File: src/hdl/eots_pkg.sv
// Shared types, codes and constants of the EDNS option TLV scanner.
`default_nettype none

package eots_pkg;

    localparam int HEADER_BYTES   = 4;
    localparam int RES_FIFO_DEPTH = 4;
    localparam int CFG_INDEX_W    = 8;
    localparam int CFG_DATA_W     = 16;

    // Configuration register indexes.
    localparam logic [CFG_INDEX_W-1:0] CFG_MATCH_CODE  = 8'd0;
    localparam logic [CFG_INDEX_W-1:0] CFG_MATCH_ALL   = 8'd1;
    localparam logic [CFG_INDEX_W-1:0] CFG_CAPACITY    = 8'd2;
    localparam logic [CFG_INDEX_W-1:0] CFG_START_INDEX = 8'd3;

    // Input actions.
    localparam logic ACT_START = 1'b0;
    localparam logic ACT_DATA  = 1'b1;

    // Result kinds.
    localparam logic KIND_REPORT = 1'b0;
    localparam logic KIND_STATUS = 1'b1;

    // Final status codes.
    localparam logic [1:0] ST_SUCCESS    = 2'd0;
    localparam logic [1:0] ST_MORE       = 2'd1;
    localparam logic [1:0] ST_UNEXPECTED = 2'd2;

    typedef enum logic [3:0] {
        PH_IDLE   = 4'b0001,
        PH_HEADER = 4'b0010,
        PH_VALUE  = 4'b0100,
        PH_DONE   = 4'b1000
    } phase_t;

    typedef struct packed {
        logic [15:0] match_code;
        logic        match_all;
        logic [7:0]  capacity;
        logic [13:0] start_index;
    } cfg_t;

    typedef struct packed {
        logic        kind;
        logic [1:0]  status;
        logic [15:0] option_code;
        logic [15:0] option_length;
        logic [15:0] value_offset;
        logic [13:0] option_index;
        logic [13:0] resume_index;
        logic [7:0]  found_count;
        logic        last;
    } res_t;

    typedef struct packed {
        phase_t     phase;
        logic [1:0] push_n;
    } core_stat_t;

endpackage

`default_nettype wire

File: src/hdl/eots_ifs.sv
// Channel interfaces of the EDNS option TLV scanner: input items, results, configuration.
`default_nettype none

interface eots_item_if import eots_pkg::*; ();
    logic        valid;
    logic        ready;
    logic        action;
    logic [15:0] record_length;
    logic [7:0]  data_byte;

    modport source (output valid, action, record_length, data_byte, input ready);
    modport sink   (input valid, action, record_length, data_byte, output ready);
endinterface

interface eots_result_if import eots_pkg::*; ();
    logic        valid;
    logic        ready;
    logic        kind;
    logic [1:0]  status;
    logic [15:0] option_code;
    logic [15:0] option_length;
    logic [15:0] value_offset;
    logic [13:0] option_index;
    logic [13:0] resume_index;
    logic [7:0]  found_count;
    logic        last;

    modport source (output valid, kind, status, option_code, option_length, value_offset,
                    option_index, resume_index, found_count, last, input ready);
    modport sink   (input valid, kind, status, option_code, option_length, value_offset,
                    option_index, resume_index, found_count, last, output ready);
endinterface

interface eots_cfg_if import eots_pkg::*; ();
    logic                   valid;
    logic                   ready;
    logic [CFG_INDEX_W-1:0] index;
    logic [CFG_DATA_W-1:0]  data;

    modport source (output valid, index, data, input ready);
    modport sink   (input valid, index, data, output ready);
endinterface

`default_nettype wire

File: src/hdl/eots_cfg.sv
// Configuration registers of the EDNS option TLV scanner.
`default_nettype none

module eots_cfg import eots_pkg::*; (
    input  wire logic                   clk,
    input  wire logic                   rst_n,
    input  wire logic                   wr_en,
    input  wire logic [CFG_INDEX_W-1:0] wr_index,
    input  wire logic [CFG_DATA_W-1:0]  wr_data,
    output cfg_t                        cfg
);

    cfg_t cfg_reg;

    always_ff @(posedge clk or negedge rst_n)
    begin
        if (!rst_n)
        begin
            cfg_reg.match_code  <= '0;
            cfg_reg.match_all   <= 1'b0;
            cfg_reg.capacity    <= 8'd1;
            cfg_reg.start_index <= '0;
        end
        else if (wr_en)
        begin
            case (wr_index)
                CFG_MATCH_CODE:  cfg_reg.match_code  <= wr_data;
                CFG_MATCH_ALL:   cfg_reg.match_all   <= wr_data[0];
                CFG_CAPACITY:    cfg_reg.capacity    <= wr_data[7:0];
                CFG_START_INDEX: cfg_reg.start_index <= wr_data[13:0];
                default:         ;
            endcase
        end
    end

    assign cfg = cfg_reg;

endmodule

`default_nettype wire

File: src/hdl/eots_core.sv
// Scan state and per-byte decision logic; produces up to two results per accepted item.
`default_nettype none

module eots_core import eots_pkg::*; (
    input  wire logic        clk,
    input  wire logic        rst_n,
    input  wire logic        fire,
    input  wire logic        action,
    input  wire logic [15:0] record_length,
    input  wire logic [7:0]  data_byte,
    input  wire cfg_t        cfg,
    output res_t             res0,
    output res_t             res1,
    output core_stat_t       stat
);

    phase_t      phase_reg,          phase_next;
    logic [1:0]  header_count_reg,   header_count_next;
    logic [15:0] code_reg,           code_next;
    logic [15:0] length_reg,         length_next;
    logic [15:0] bytes_left_reg,     bytes_left_next;
    logic [15:0] value_left_reg,     value_left_next;
    logic [15:0] byte_position_reg,  byte_position_next;
    logic [13:0] option_counter_reg, option_counter_next;
    logic [7:0]  reported_count_reg, reported_count_next;

    logic [15:0] bl_dec;
    logic [15:0] vl_dec;
    logic [15:0] pos_inc;
    logic [15:0] code_shift;
    logic [15:0] len_shift;
    logic        hit;
    logic        rep_valid;
    logic        fin_valid;
    logic [1:0]  fin_status;
    logic [13:0] fin_resume;
    logic        do_bnd;
    logic [15:0] bnd_left;
    res_t        rep;
    res_t        fin;

    always_comb
    begin
        phase_next          = phase_reg;
        header_count_next   = header_count_reg;
        code_next           = code_reg;
        length_next         = length_reg;
        bytes_left_next     = bytes_left_reg;
        value_left_next     = value_left_reg;
        byte_position_next  = byte_position_reg;
        option_counter_next = option_counter_reg;
        reported_count_next = reported_count_reg;

        bl_dec     = (bytes_left_reg != 16'd0) ? bytes_left_reg - 16'd1 : bytes_left_reg;
        vl_dec     = (value_left_reg != 16'd0) ? value_left_reg - 16'd1 : value_left_reg;
        pos_inc    = byte_position_reg + 16'd1;
        code_shift = {code_reg[7:0], data_byte};
        len_shift  = {length_reg[7:0], data_byte};
        // The code is complete once the second header byte arrives.
        hit = ((code_reg == cfg.match_code) || cfg.match_all) &&
              (option_counter_reg >= cfg.start_index);

        rep_valid  = 1'b0;
        fin_valid  = 1'b0;
        fin_status = ST_SUCCESS;
        fin_resume = '0;
        do_bnd     = 1'b0;
        bnd_left   = '0;

        if (fire)
        begin
            if (action == ACT_START)
            begin
                bytes_left_next     = record_length;
                value_left_next     = '0;
                byte_position_next  = '0;
                option_counter_next = '0;
                reported_count_next = '0;
                do_bnd              = 1'b1;
                bnd_left            = record_length;
            end
            else
            begin
                case (phase_reg)
                    PH_HEADER:
                    begin
                        byte_position_next = pos_inc;
                        bytes_left_next    = bl_dec;
                        if (header_count_reg < 2'd2)
                        begin
                            code_next = code_shift;
                        end
                        else
                        begin
                            length_next = len_shift;
                        end
                        if (header_count_reg != 2'd3)
                        begin
                            header_count_next = header_count_reg + 2'd1;
                        end
                        else
                        begin
                            header_count_next = '0;
                            if (len_shift > bl_dec)
                            begin
                                fin_valid  = 1'b1;
                                fin_status = ST_UNEXPECTED;
                            end
                            else if (hit && (reported_count_reg >= cfg.capacity))
                            begin
                                fin_valid  = 1'b1;
                                fin_status = ST_MORE;
                                fin_resume = option_counter_reg;
                            end
                            else
                            begin
                                if (hit)
                                begin
                                    rep_valid           = 1'b1;
                                    reported_count_next = reported_count_reg + 8'd1;
                                end
                                if (len_shift == 16'd0)
                                begin
                                    option_counter_next = option_counter_reg + 14'd1;
                                    do_bnd              = 1'b1;
                                    bnd_left            = bl_dec;
                                end
                                else
                                begin
                                    value_left_next = len_shift;
                                    phase_next      = PH_VALUE;
                                end
                            end
                        end
                    end
                    PH_VALUE:
                    begin
                        byte_position_next = pos_inc;
                        bytes_left_next    = bl_dec;
                        value_left_next    = vl_dec;
                        if (vl_dec == 16'd0)
                        begin
                            option_counter_next = option_counter_reg + 14'd1;
                            do_bnd              = 1'b1;
                            bnd_left            = bl_dec;
                        end
                    end
                    default: ;
                endcase
            end

            // Option boundary: end of record, short tail, or the next header.
            if (do_bnd)
            begin
                if (bnd_left == 16'd0)
                begin
                    fin_valid  = 1'b1;
                    fin_status = ST_SUCCESS;
                end
                else if (bnd_left < 16'(HEADER_BYTES))
                begin
                    fin_valid  = 1'b1;
                    fin_status = ST_UNEXPECTED;
                end
                else
                begin
                    phase_next        = PH_HEADER;
                    header_count_next = '0;
                    code_next         = '0;
                    length_next       = '0;
                end
            end

            if (fin_valid)
            begin
                phase_next = PH_DONE;
            end
        end
    end

    always_comb
    begin
        rep               = '0;
        rep.kind          = KIND_REPORT;
        rep.status        = ST_SUCCESS;
        rep.option_code   = code_reg;
        rep.option_length = len_shift;
        rep.value_offset  = pos_inc;
        rep.option_index  = option_counter_reg;
        rep.found_count   = reported_count_next;

        fin               = '0;
        fin.kind          = KIND_STATUS;
        fin.status        = fin_status;
        fin.resume_index  = fin_resume;
        fin.found_count   = reported_count_next;
        fin.last          = 1'b1;

        res0        = rep_valid ? rep : fin;
        res1        = fin;
        stat.phase  = phase_reg;
        stat.push_n = {1'b0, rep_valid} + {1'b0, fin_valid};
    end

    always_ff @(posedge clk or negedge rst_n)
    begin
        if (!rst_n)
        begin
            phase_reg          <= PH_IDLE;
            header_count_reg   <= '0;
            code_reg           <= '0;
            length_reg         <= '0;
            bytes_left_reg     <= '0;
            value_left_reg     <= '0;
            byte_position_reg  <= '0;
            option_counter_reg <= '0;
            reported_count_reg <= '0;
        end
        else
        begin
            phase_reg          <= phase_next;
            header_count_reg   <= header_count_next;
            code_reg           <= code_next;
            length_reg         <= length_next;
            bytes_left_reg     <= bytes_left_next;
            value_left_reg     <= value_left_next;
            byte_position_reg  <= byte_position_next;
            option_counter_reg <= option_counter_next;
            reported_count_reg <= reported_count_next;
        end
    end

endmodule

`default_nettype wire

File: src/hdl/eots_fifo.sv
// Result queue: takes up to two results per cycle, hands out one per transfer.
`default_nettype none

module eots_fifo import eots_pkg::*; #(
    parameter int DEPTH = RES_FIFO_DEPTH,
    localparam int PTR_W = (DEPTH > 1) ? $clog2(DEPTH) : 1,
    localparam int CNT_W = $clog2(DEPTH + 1)
) (
    input  wire logic        clk,
    input  wire logic        rst_n,
    input  wire logic [1:0]  push_n,
    input  wire res_t        push0,
    input  wire res_t        push1,
    output logic             room,
    output logic             out_valid,
    input  wire logic        out_ready,
    output res_t             out_data,
    output logic [CNT_W-1:0] fill
);

    res_t             mem_reg [DEPTH];
    logic [PTR_W-1:0] wr_ptr_reg, wr_ptr_next;
    logic [PTR_W-1:0] rd_ptr_reg, rd_ptr_next;
    logic [CNT_W-1:0] count_reg,  count_next;
    logic [PTR_W-1:0] wr_ptr_p1;
    logic             pop;

    function automatic logic [PTR_W-1:0] ptr_inc(input logic [PTR_W-1:0] p);
        ptr_inc = (p == PTR_W'(DEPTH - 1)) ? '0 : p + PTR_W'(1);
    endfunction

    assign pop       = out_valid && out_ready;
    assign wr_ptr_p1 = ptr_inc(wr_ptr_reg);

    always_comb
    begin
        wr_ptr_next = wr_ptr_reg;
        if (push_n == 2'd1)
        begin
            wr_ptr_next = wr_ptr_p1;
        end
        else if (push_n == 2'd2)
        begin
            wr_ptr_next = ptr_inc(wr_ptr_p1);
        end
        rd_ptr_next = pop ? ptr_inc(rd_ptr_reg) : rd_ptr_reg;
        count_next  = count_reg + CNT_W'(push_n) - CNT_W'(pop);
    end

    always_ff @(posedge clk)
    begin
        if (push_n != 2'd0)
        begin
            mem_reg[wr_ptr_reg] <= push0;
        end
        if (push_n == 2'd2)
        begin
            mem_reg[wr_ptr_p1] <= push1;
        end
    end

    always_ff @(posedge clk or negedge rst_n)
    begin
        if (!rst_n)
        begin
            wr_ptr_reg <= '0;
            rd_ptr_reg <= '0;
            count_reg  <= '0;
        end
        else
        begin
            wr_ptr_reg <= wr_ptr_next;
            rd_ptr_reg <= rd_ptr_next;
            count_reg  <= count_next;
        end
    end

    // One item may bring two results, so keep two entries free before accepting.
    assign room      = (count_reg <= CNT_W'(DEPTH - 2));
    assign out_valid = (count_reg != '0);
    assign out_data  = mem_reg[rd_ptr_reg];
    assign fill      = count_reg;

endmodule

`default_nettype wire

File: src/hdl/edns_option_tlv_scanner_top.sv
// Top level of the EDNS option TLV scanner.
//
// The scanner walks one DNS OPT record a byte per item: a start item gives the
// record length, then each data item carries one record byte. It accepts one item
// per clock while the result queue has room; the scan state updates in the cycle
// of the transfer, and the results (none, one, or two for a matching zero-length
// option that also ends the record) enter a result queue of FIFO_DEPTH entries
// and are visible the next cycle. The input is ready whenever at least two queue
// entries are free, so with the result side always ready the block sustains one
// item per cycle; the result port moves one result per transfer, which sets the
// rate when items produce two results. Configuration writes are taken at any
// time, and are meant to be made while no scan is producing results.
`default_nettype none

module edns_option_tlv_scanner_top import eots_pkg::*; #(
    parameter int FIFO_DEPTH = RES_FIFO_DEPTH
) (
    input  wire logic     clk,
    input  wire logic     rst_n,
    eots_item_if.sink     item,
    eots_result_if.source result,
    eots_cfg_if.sink      cfg
);

    localparam int CNT_W = $clog2(FIFO_DEPTH + 1);

    cfg_t             cfg_val;
    res_t             res0;
    res_t             res1;
    res_t             head;
    core_stat_t       core_stat;
    logic             room;
    logic             item_fire;
    logic [CNT_W-1:0] fill;

    assign cfg.ready  = 1'b1;
    assign item.ready = room;
    assign item_fire  = item.valid && room;

    eots_cfg u_cfg (
        .clk      (clk),
        .rst_n    (rst_n),
        .wr_en    (cfg.valid),
        .wr_index (cfg.index),
        .wr_data  (cfg.data),
        .cfg      (cfg_val)
    );

    eots_core u_core (
        .clk           (clk),
        .rst_n         (rst_n),
        .fire          (item_fire),
        .action        (item.action),
        .record_length (item.record_length),
        .data_byte     (item.data_byte),
        .cfg           (cfg_val),
        .res0          (res0),
        .res1          (res1),
        .stat          (core_stat)
    );

    eots_fifo #(
        .DEPTH (FIFO_DEPTH)
    ) u_fifo (
        .clk       (clk),
        .rst_n     (rst_n),
        .push_n    (core_stat.push_n),
        .push0     (res0),
        .push1     (res1),
        .room      (room),
        .out_valid (result.valid),
        .out_ready (result.ready),
        .out_data  (head),
        .fill      (fill)
    );

    assign result.kind          = head.kind;
    assign result.status        = head.status;
    assign result.option_code   = head.option_code;
    assign result.option_length = head.option_length;
    assign result.value_offset  = head.value_offset;
    assign result.option_index  = head.option_index;
    assign result.resume_index  = head.resume_index;
    assign result.found_count   = head.found_count;
    assign result.last          = head.last;

    // Bytes that arrive with no scan in progress produce nothing.
    a_idle_bytes_silent: assert property (@(posedge clk) disable iff (!rst_n)
        (item_fire && (item.action == ACT_DATA) &&
         ((core_stat.phase == PH_IDLE) || (core_stat.phase == PH_DONE)))
        |-> (core_stat.push_n == 2'd0))
        else $error("result produced for a byte outside a scan");

    // The queue never holds more than its depth.
    a_fill_bound: assert property (@(posedge clk) disable iff (!rst_n)
        fill <= CNT_W'(FIFO_DEPTH))
        else $error("result queue overflow");

    // Results are only pushed for accepted items.
    a_push_needs_item: assert property (@(posedge clk) disable iff (!rst_n)
        (core_stat.push_n != 2'd0) |-> item_fire)
        else $error("result pushed without an input transfer");

    // A final status is always marked last; a report never is.
    a_last_matches_kind: assert property (@(posedge clk) disable iff (!rst_n)
        result.valid |-> ((result.last == result.kind) &&
                          ((result.kind == KIND_STATUS) || (result.status == ST_SUCCESS))))
        else $error("result kind and last flag disagree");

endmodule

`default_nettype wire

File: src/flat_wrapper.sv
// flat-port wrapper written by rule: the top's interface ports become plain ports
module edns_option_tlv_scanner_top_flat import eots_pkg::*;
#(
    parameter int FIFO_DEPTH = RES_FIFO_DEPTH
)
  (clk, rst_n, item_valid, item_action, item_record_length, item_data_byte, item_ready, result_valid, result_kind, result_status, result_option_code, result_option_length, result_value_offset, result_option_index, result_resume_index, result_found_count, result_last, result_ready, cfg_valid, cfg_index, cfg_data, cfg_ready);
  eots_item_if item_i ();
  eots_result_if result_i ();
  eots_cfg_if cfg_i ();
  input  wire logic clk;
  input  wire logic rst_n;
  input wire logic [$bits(item_i.valid)-1:0] item_valid;
  input wire logic [$bits(item_i.action)-1:0] item_action;
  input wire logic [$bits(item_i.record_length)-1:0] item_record_length;
  input wire logic [$bits(item_i.data_byte)-1:0] item_data_byte;
  output wire logic [$bits(item_i.ready)-1:0] item_ready;
  output wire logic [$bits(result_i.valid)-1:0] result_valid;
  output wire logic [$bits(result_i.kind)-1:0] result_kind;
  output wire logic [$bits(result_i.status)-1:0] result_status;
  output wire logic [$bits(result_i.option_code)-1:0] result_option_code;
  output wire logic [$bits(result_i.option_length)-1:0] result_option_length;
  output wire logic [$bits(result_i.value_offset)-1:0] result_value_offset;
  output wire logic [$bits(result_i.option_index)-1:0] result_option_index;
  output wire logic [$bits(result_i.resume_index)-1:0] result_resume_index;
  output wire logic [$bits(result_i.found_count)-1:0] result_found_count;
  output wire logic [$bits(result_i.last)-1:0] result_last;
  input wire logic [$bits(result_i.ready)-1:0] result_ready;
  input wire logic [$bits(cfg_i.valid)-1:0] cfg_valid;
  input wire logic [$bits(cfg_i.index)-1:0] cfg_index;
  input wire logic [$bits(cfg_i.data)-1:0] cfg_data;
  output wire logic [$bits(cfg_i.ready)-1:0] cfg_ready;
  assign item_i.valid = item_valid;
  assign item_i.action = item_action;
  assign item_i.record_length = item_record_length;
  assign item_i.data_byte = item_data_byte;
  assign item_ready = item_i.ready;
  assign result_valid = result_i.valid;
  assign result_kind = result_i.kind;
  assign result_status = result_i.status;
  assign result_option_code = result_i.option_code;
  assign result_option_length = result_i.option_length;
  assign result_value_offset = result_i.value_offset;
  assign result_option_index = result_i.option_index;
  assign result_resume_index = result_i.resume_index;
  assign result_found_count = result_i.found_count;
  assign result_last = result_i.last;
  assign result_i.ready = result_ready;
  assign cfg_i.valid = cfg_valid;
  assign cfg_i.index = cfg_index;
  assign cfg_i.data = cfg_data;
  assign cfg_ready = cfg_i.ready;
  edns_option_tlv_scanner_top #(.FIFO_DEPTH(FIFO_DEPTH)) u_core (.clk(clk), .rst_n(rst_n), .item(item_i), .result(result_i), .cfg(cfg_i));
endmodule
File: config.mk
export PLATFORM = sky130hd
export DESIGN_NAME = edns_option_tlv_scanner_top_flat
export DESIGN_NICKNAME = d
export VERILOG_FILES = /design/src/hdl/eots_pkg.sv /design/src/hdl/eots_ifs.sv /design/src/hdl/eots_cfg.sv /design/src/hdl/eots_core.sv /design/src/hdl/eots_fifo.sv /design/src/hdl/edns_option_tlv_scanner_top.sv /design/src/flat_wrapper.sv
export SDC_FILE = /design/constraint.sdc
export NUM_CORES = 1
export LEC_CHECK = 0
export BUFFER_PORTS_ARGS = -buffer_cell sky130_fd_sc_hd__buf_2
export CORE_AREA = 2 2 190 192
export CTS_CLUSTER_DIAMETER = 150
export CTS_CLUSTER_SIZE = 12
export DETAILED_ROUTE_END_ITERATION = 10
export DIE_AREA = 0 0 192 194
export HOLD_SLACK_MARGIN = 0.05
export PLACE_DENSITY = 0.92
export SLEW_MARGIN = 20
export SYNTH_ARGS = -nofsm -noshare
export SYNTH_HDL_FRONTEND = slang
export SYNTH_SLANG_ARGS = --single-unit
File: constraint.sdc
create_clock -name clk -period 12.5 [get_ports clk]
set_input_delay 0.625 -clock clk [delete_from_list [all_inputs] [get_ports clk]]
set_output_delay 0.625 -clock clk [all_outputs]
set_load 0.05 [all_outputs]
==> impl_table.tex <==
\begin{tabular}{lr}
\hline
Metric & Value \\
\hline
\multicolumn{2}{l}{\textbf{Power}} \\
\quad Leakage power of the design & 9.96 nW \\
\quad Worst ir drop on vdd & 0.000223 V \\
\quad Cell area power density & between 150 and 200 mW/mm\^{}2 \\
\multicolumn{2}{l}{\textbf{Timing}} \\
\quad Worst Skew & 0.0319 ns \\
\quad Final number of max-transition violations & 0 \\
\quad Post-layout min period & between 7 and 8 ns \\
\quad Unrepaired setup endpoints after global routing & false \\
\quad Setup violation total in the final timing report & 0 \\
\quad Smallest setup slack after layout & 5.12 ns \\
\quad Least-Margin Pin Slew & 1.09 ns \\
\quad Max\_slew headroom & 27.2\% \\
\quad Final worst-path cycle share & 59.0\% \\
\quad Setup Total Neg Slack & 0 ns \\
\quad Worst hold margin & 0.124 ns \\
\quad Maximum clock frequency & between 100 and 150 MHz \\
\quad Final hold viol count & 0 \\
\multicolumn{2}{l}{\textbf{Cells and area}} \\
\quad Final nets & 2,207 \\
\quad Synthesis-to-layout area growth & 9.48\% \\
\quad Count of filler cells inserted in the layout & 2,244 \\
\quad Share of cells above drive strength 1 & 17.9\% \\
\quad Final std cell area, no fill & 0.0248 mm\^{}2 \\
\quad Flip-flop count of the largest register, all copies and words added & 348 \\
\quad Non-filler cells, final & around 2,600 \\
\quad ANT cells & 0 \\
\multicolumn{2}{l}{\textbf{Status}} \\
\quad Violations in the final reports & DRC \\
\quad Status & complete, but fails checks \\
\multicolumn{2}{l}{\textbf{Clocking}} \\
\quad Hold-fix buffer count after cts & 0 \\
\quad Clock latency at the later pin of the worst-skew pair & 0.59 ns \\
\quad Clock Tree Buf Depth & 3 \\
\quad Post-CTS sizing & 0 \\
\quad Count of H-tree levels built during CTS & 2 \\
\quad Num CTS Buffers & 47 \\
\quad Clock input transition at the sequential cells of the worst setup and hold paths & about 0.060 ns \\
\quad CTS root buffer & sky130\_fd\_sc\_hd\_\_clkbuf\_16 \\
\quad \# clock sinks & 494 \\
\quad Clock tree from TritonCTS & yes \\
\quad Post CTS Setup Buffer Count & 0 \\
\multicolumn{2}{l}{\textbf{Synthesis}} \\
\quad Count of mapped cells out of synthesis & 2,045 \\
\quad Flip-flop and latch count after synthesis & 494 \\
\quad Number of enable-type register cells in the synthesized netlist & 96 \\
\quad Post-Syn Nets & 2,156 \\
\quad Yosys warnings & 0 \\
\quad Top flip-flop cell by instance count after synthesis & sky130\_fd\_sc\_hd\_\_dfxtp\_1 \\
\quad Number of distinct standard cells referenced by the synthesized netlist & just under 90 \\
\quad Avg Cell Area, Syn & approximately 11 um\^{}2 \\
\quad Share of flip-flops with an asynchronous set or reset after synthesis & 29.6\% \\
\quad Portion of the post-synthesis area used by sequential elements & between 50\% and 60\% \\
\quad Post-synthesis instance area & 0.0227 mm\^{}2 \\
\multicolumn{2}{l}{\textbf{Placement}} \\
\quad Placed wire-length estimate after detailed placement & 38,900 um \\
\quad Placed Instance Area & 0.0235 mm\^{}2 \\
\quad Final weighted congestion of routability-driven global placement & 0.941 \\
\quad Port-buffer cells & approximately 140 \\
\quad Worst-case setup slack after placement & roughly 5.4 ns \\
\quad DP Cell Count & 2,508 \\
\multicolumn{2}{l}{\textbf{Detailed routing}} \\
\quad DRC Markers & 1 \\
\quad Number of DRC markers in iteration 0 & between 2,000 and 2,500 \\
\quad Per-cell routed wire length & 24.8 um \\
\quad Antenna viol nets, final & 0 \\
\quad Number of detailed-routing iterations run before antenna repair & 11 \\
\quad Total via count in the routed design & 18,151 \\
\quad Average via count per standard cell & $\sim$7 \\
\quad Total routed wirelength & 64,400 um \\
\multicolumn{2}{l}{\textbf{Critical path}} \\
\quad Worst path cell trace & inv\_1 -> ha\_1 -> or4b\_4 -> nor3\_4 -> nand2\_1 -> o21ai\_0 -> ha\_1 -> nor2b\_1 -> o211ai\_1 -> a21oi\_1 -> a211oi\_1 -> or4\_1 -> o211ai\_2 -> a31o\_2 -> o21bai\_1 -> inv\_1 -> ha\_1 -> nor2b\_1 -> a21oi\_4 -> buf\_4 -> inv\_1 -> nand2\_1 -> nor2\_1 \\
\quad Worst path top cell family by delay & simple AND/OR/NAND/NOR gates \\
\quad Worst Path Max Fanout & 28 \\
\quad Worst Reg-to-Reg Cells & 23 \\
\quad Bufs and invs on worst path & 4 \\
\quad Nature of the critical path endpoint & flip-flop \\
\quad Category of the worst setup path launch point & flip-flop \\
\quad Delay of the slowest cell on the worst path & 0.83 ns \\
\quad Critical path class & reg2reg \\
\quad Critical-path top delay cell & sky130\_fd\_sc\_hd\_\_inv\_1 \\
\quad Worst path arrival time & slightly below 8 ns \\
\quad Instance count on the critical path & 23 \\
\quad Required time at the worst-slack endpoint & 12.93 ns \\
\multicolumn{2}{l}{\textbf{Global routing}} \\
\quad Vias in the first global route & 18,284 \\
\quad Overall global routing resource usage & roughly 34\% \\
\quad First-pass GRT wire length & 100,000 um \\
\quad Pin count of the biggest net entering global routing & 90 \\
\quad Number of antenna violations at the first check in global routing & 0 \\
\quad Total congestion overflow & 0 \\
\multicolumn{2}{l}{\textbf{Floorplan}} \\
\quad Die Area & 0.0372 mm\^{}2 \\
\quad Height of the die & around 190 um \\
\quad Core region area & roughly 0.035 mm\^{}2 \\
\quad Count of pins on the block boundary & between 100 and 150 \\
\quad Std-Cell Rows & 69 \\
\quad Initial core utilization & 64.4\% \\
\quad Die W & 192 um \\
\multicolumn{2}{l}{\textbf{Run}} \\
\quad Max Cap Violations & 0 \\
\multicolumn{2}{l}{\textbf{Hold path}} \\
\quad Path class of the lowest-slack min-delay path & in2async \\
\hline
\end{tabular}
-- metrics by stage --
| step | utilization (%) | power (mW) |
|---|---|---|
| 6_report | 70.5 | 4.82 |
| 5_1_grt | 70.5 | 5.00 |
| 4_1_cts | 70.5 | 4.78 |
| 3_5_place_dp | 66.6 | 3.47 |
| 3_3_place_gp | 66.6 | 3.42 |
| 2_1_floorplan | - | 3.09 |
-- power breakdown --
part	internal, mW	leakage (nW)	switching (mW)
clock network	0.713	0.649	0.613
logic	0.539	4.43	0.944
registers	1.73	4.88	0.284
-- Yosys cell counts, types with 40 or more instances --
cell type / n / area [um^2]
sky130_fd_sc_hd__a21oi_1: 52 / 260
sky130_fd_sc_hd__a22o_1: 201 / 1760
sky130_fd_sc_hd__clkbuf_1: 94 / 353
sky130_fd_sc_hd__dfrtp_1: 144 / 3600
sky130_fd_sc_hd__dfxtp_1: 252 / 5040
sky130_fd_sc_hd__edfxtp_1: 96 / 2880
sky130_fd_sc_hd__ha_1: 56 / 701
sky130_fd_sc_hd__inv_1: 56 / 210
sky130_fd_sc_hd__mux2_2: 40 / 450
sky130_fd_sc_hd__mux4_2: 87 / 1960
sky130_fd_sc_hd__nand2_1: 184 / 691
sky130_fd_sc_hd__nor2_1: 172 / 646
sky130_fd_sc_hd__o21ai_0: 155 / 776
-- final timing paths --
| check | slack [ns] | startpoint | end |
|---|---|---|---|
| min in group clk | 0.28 | cfg_data[15] | u_core.u_cfg.cfg[38]$_DFFE_PN0P_ |
| max in group asynchronous | 11.06 | rst_n | u_core.u_core.code_reg[5]$_DFFE_PN0P_ |
| worst max-delay path | 5.12 | u_core.u_core.bytes_left_reg[0]$_DFFE_PN0P_ | u_core.u_fifo.mem_reg[0][3]$_DFFE_PP_ |
| worst min-delay path | 0.12 | rst_n | u_core.u_core.value_left_reg[14]$_DFFE_PN0P_ |
| worst max register to register | 5.12 | u_core.u_core.bytes_left_reg[0]$_DFFE_PN0P_ | u_core.u_fifo.mem_reg[0][3]$_DFFE_PP_ |
| worst min register to register | 0.45 | u_core.u_fifo.mem_reg[2][0]$_SDFFE_PP1P_ | u_core.u_fifo.mem_reg[2][0]$_SDFFE_PP1P_ |
-- worst register-to-register path: stages, from the launching register on --
cell and delay, ns:
sky130_fd_sc_hd__dfrtp_1 0.43, sky130_fd_sc_hd__inv_1 0.11, sky130_fd_sc_hd__ha_1 0.24, sky130_fd_sc_hd__or4b_4 0.53, sky130_fd_sc_hd__nor3_4 0.47, sky130_fd_sc_hd__nand2_1 0.32, sky130_fd_sc_hd__o21ai_0 0.38, sky130_fd_sc_hd__ha_1 0.31
sky130_fd_sc_hd__nor2b_1 0.14, sky130_fd_sc_hd__o211ai_1 0.16, sky130_fd_sc_hd__a21oi_1 0.10, sky130_fd_sc_hd__a211oi_1 0.42, sky130_fd_sc_hd__or4_1 0.19, sky130_fd_sc_hd__o211ai_2 0.14, sky130_fd_sc_hd__a31o_2 0.46, sky130_fd_sc_hd__o21bai_1 0.41
sky130_fd_sc_hd__inv_1 0.13, sky130_fd_sc_hd__ha_1 0.30, sky130_fd_sc_hd__nor2b_1 0.31, sky130_fd_sc_hd__a21oi_4 0.06, sky130_fd_sc_hd__buf_4 0.27, sky130_fd_sc_hd__inv_1 0.84, sky130_fd_sc_hd__nand2_1 0.33, sky130_fd_sc_hd__nor2_1 0.20
-- placed cells by master, fill, tap and decap left out, types with 54 or more instances in the layout --
cell type	synthesis	routed
sky130_fd_sc_hd__a22o_1	201	201
sky130_fd_sc_hd__buf_2	26	142
sky130_fd_sc_hd__dfrtp_1	144	142
sky130_fd_sc_hd__dfxtp_1	252	252
sky130_fd_sc_hd__edfxtp_1	96	96
sky130_fd_sc_hd__ha_1	56	56
sky130_fd_sc_hd__inv_1	56	54
sky130_fd_sc_hd__mux4_2	87	87
sky130_fd_sc_hd__nand2_1	184	184
sky130_fd_sc_hd__nor2_1	172	172
sky130_fd_sc_hd__o21ai_0	155	155
-- routing by layer --
metal	track usage, %	vias to the layer above	wire [um]
met5	0	-	0
met2	54.9	1355	30500
met3	7.40	279	6680
met4	18.5	0	3440
li1	-	7673	-
met1	44.2	8844	23700
-- cell type report --
class                   count  area (um^2)  share of cell area, %
well taps                 461          577                   2.32
clock buffers              82         1310                   5.26
repair buffers            160          850                   3.42
clock inverters             4         66.3                  0.267
inverters                  57          214                  0.861
multi-input cells        1336        10200                   41.2
flip-flops and latches    494        11600                   46.6
-- kinds of logic after synthesis --
family | after synthesis | synth area share [%]
mux | 134 | 10.9
flops | 494 | 51.0
xor+xnor | 44 | 1.70
compound gates | 538 | 17.1
other cells | 1 | 0.0165
buf+inv | 215 | 4.13
fa+ha+maj | 57 | 3.18
simple gates | 562 | 11.9
No activity file was read; power rests on OpenSTA's default activity.
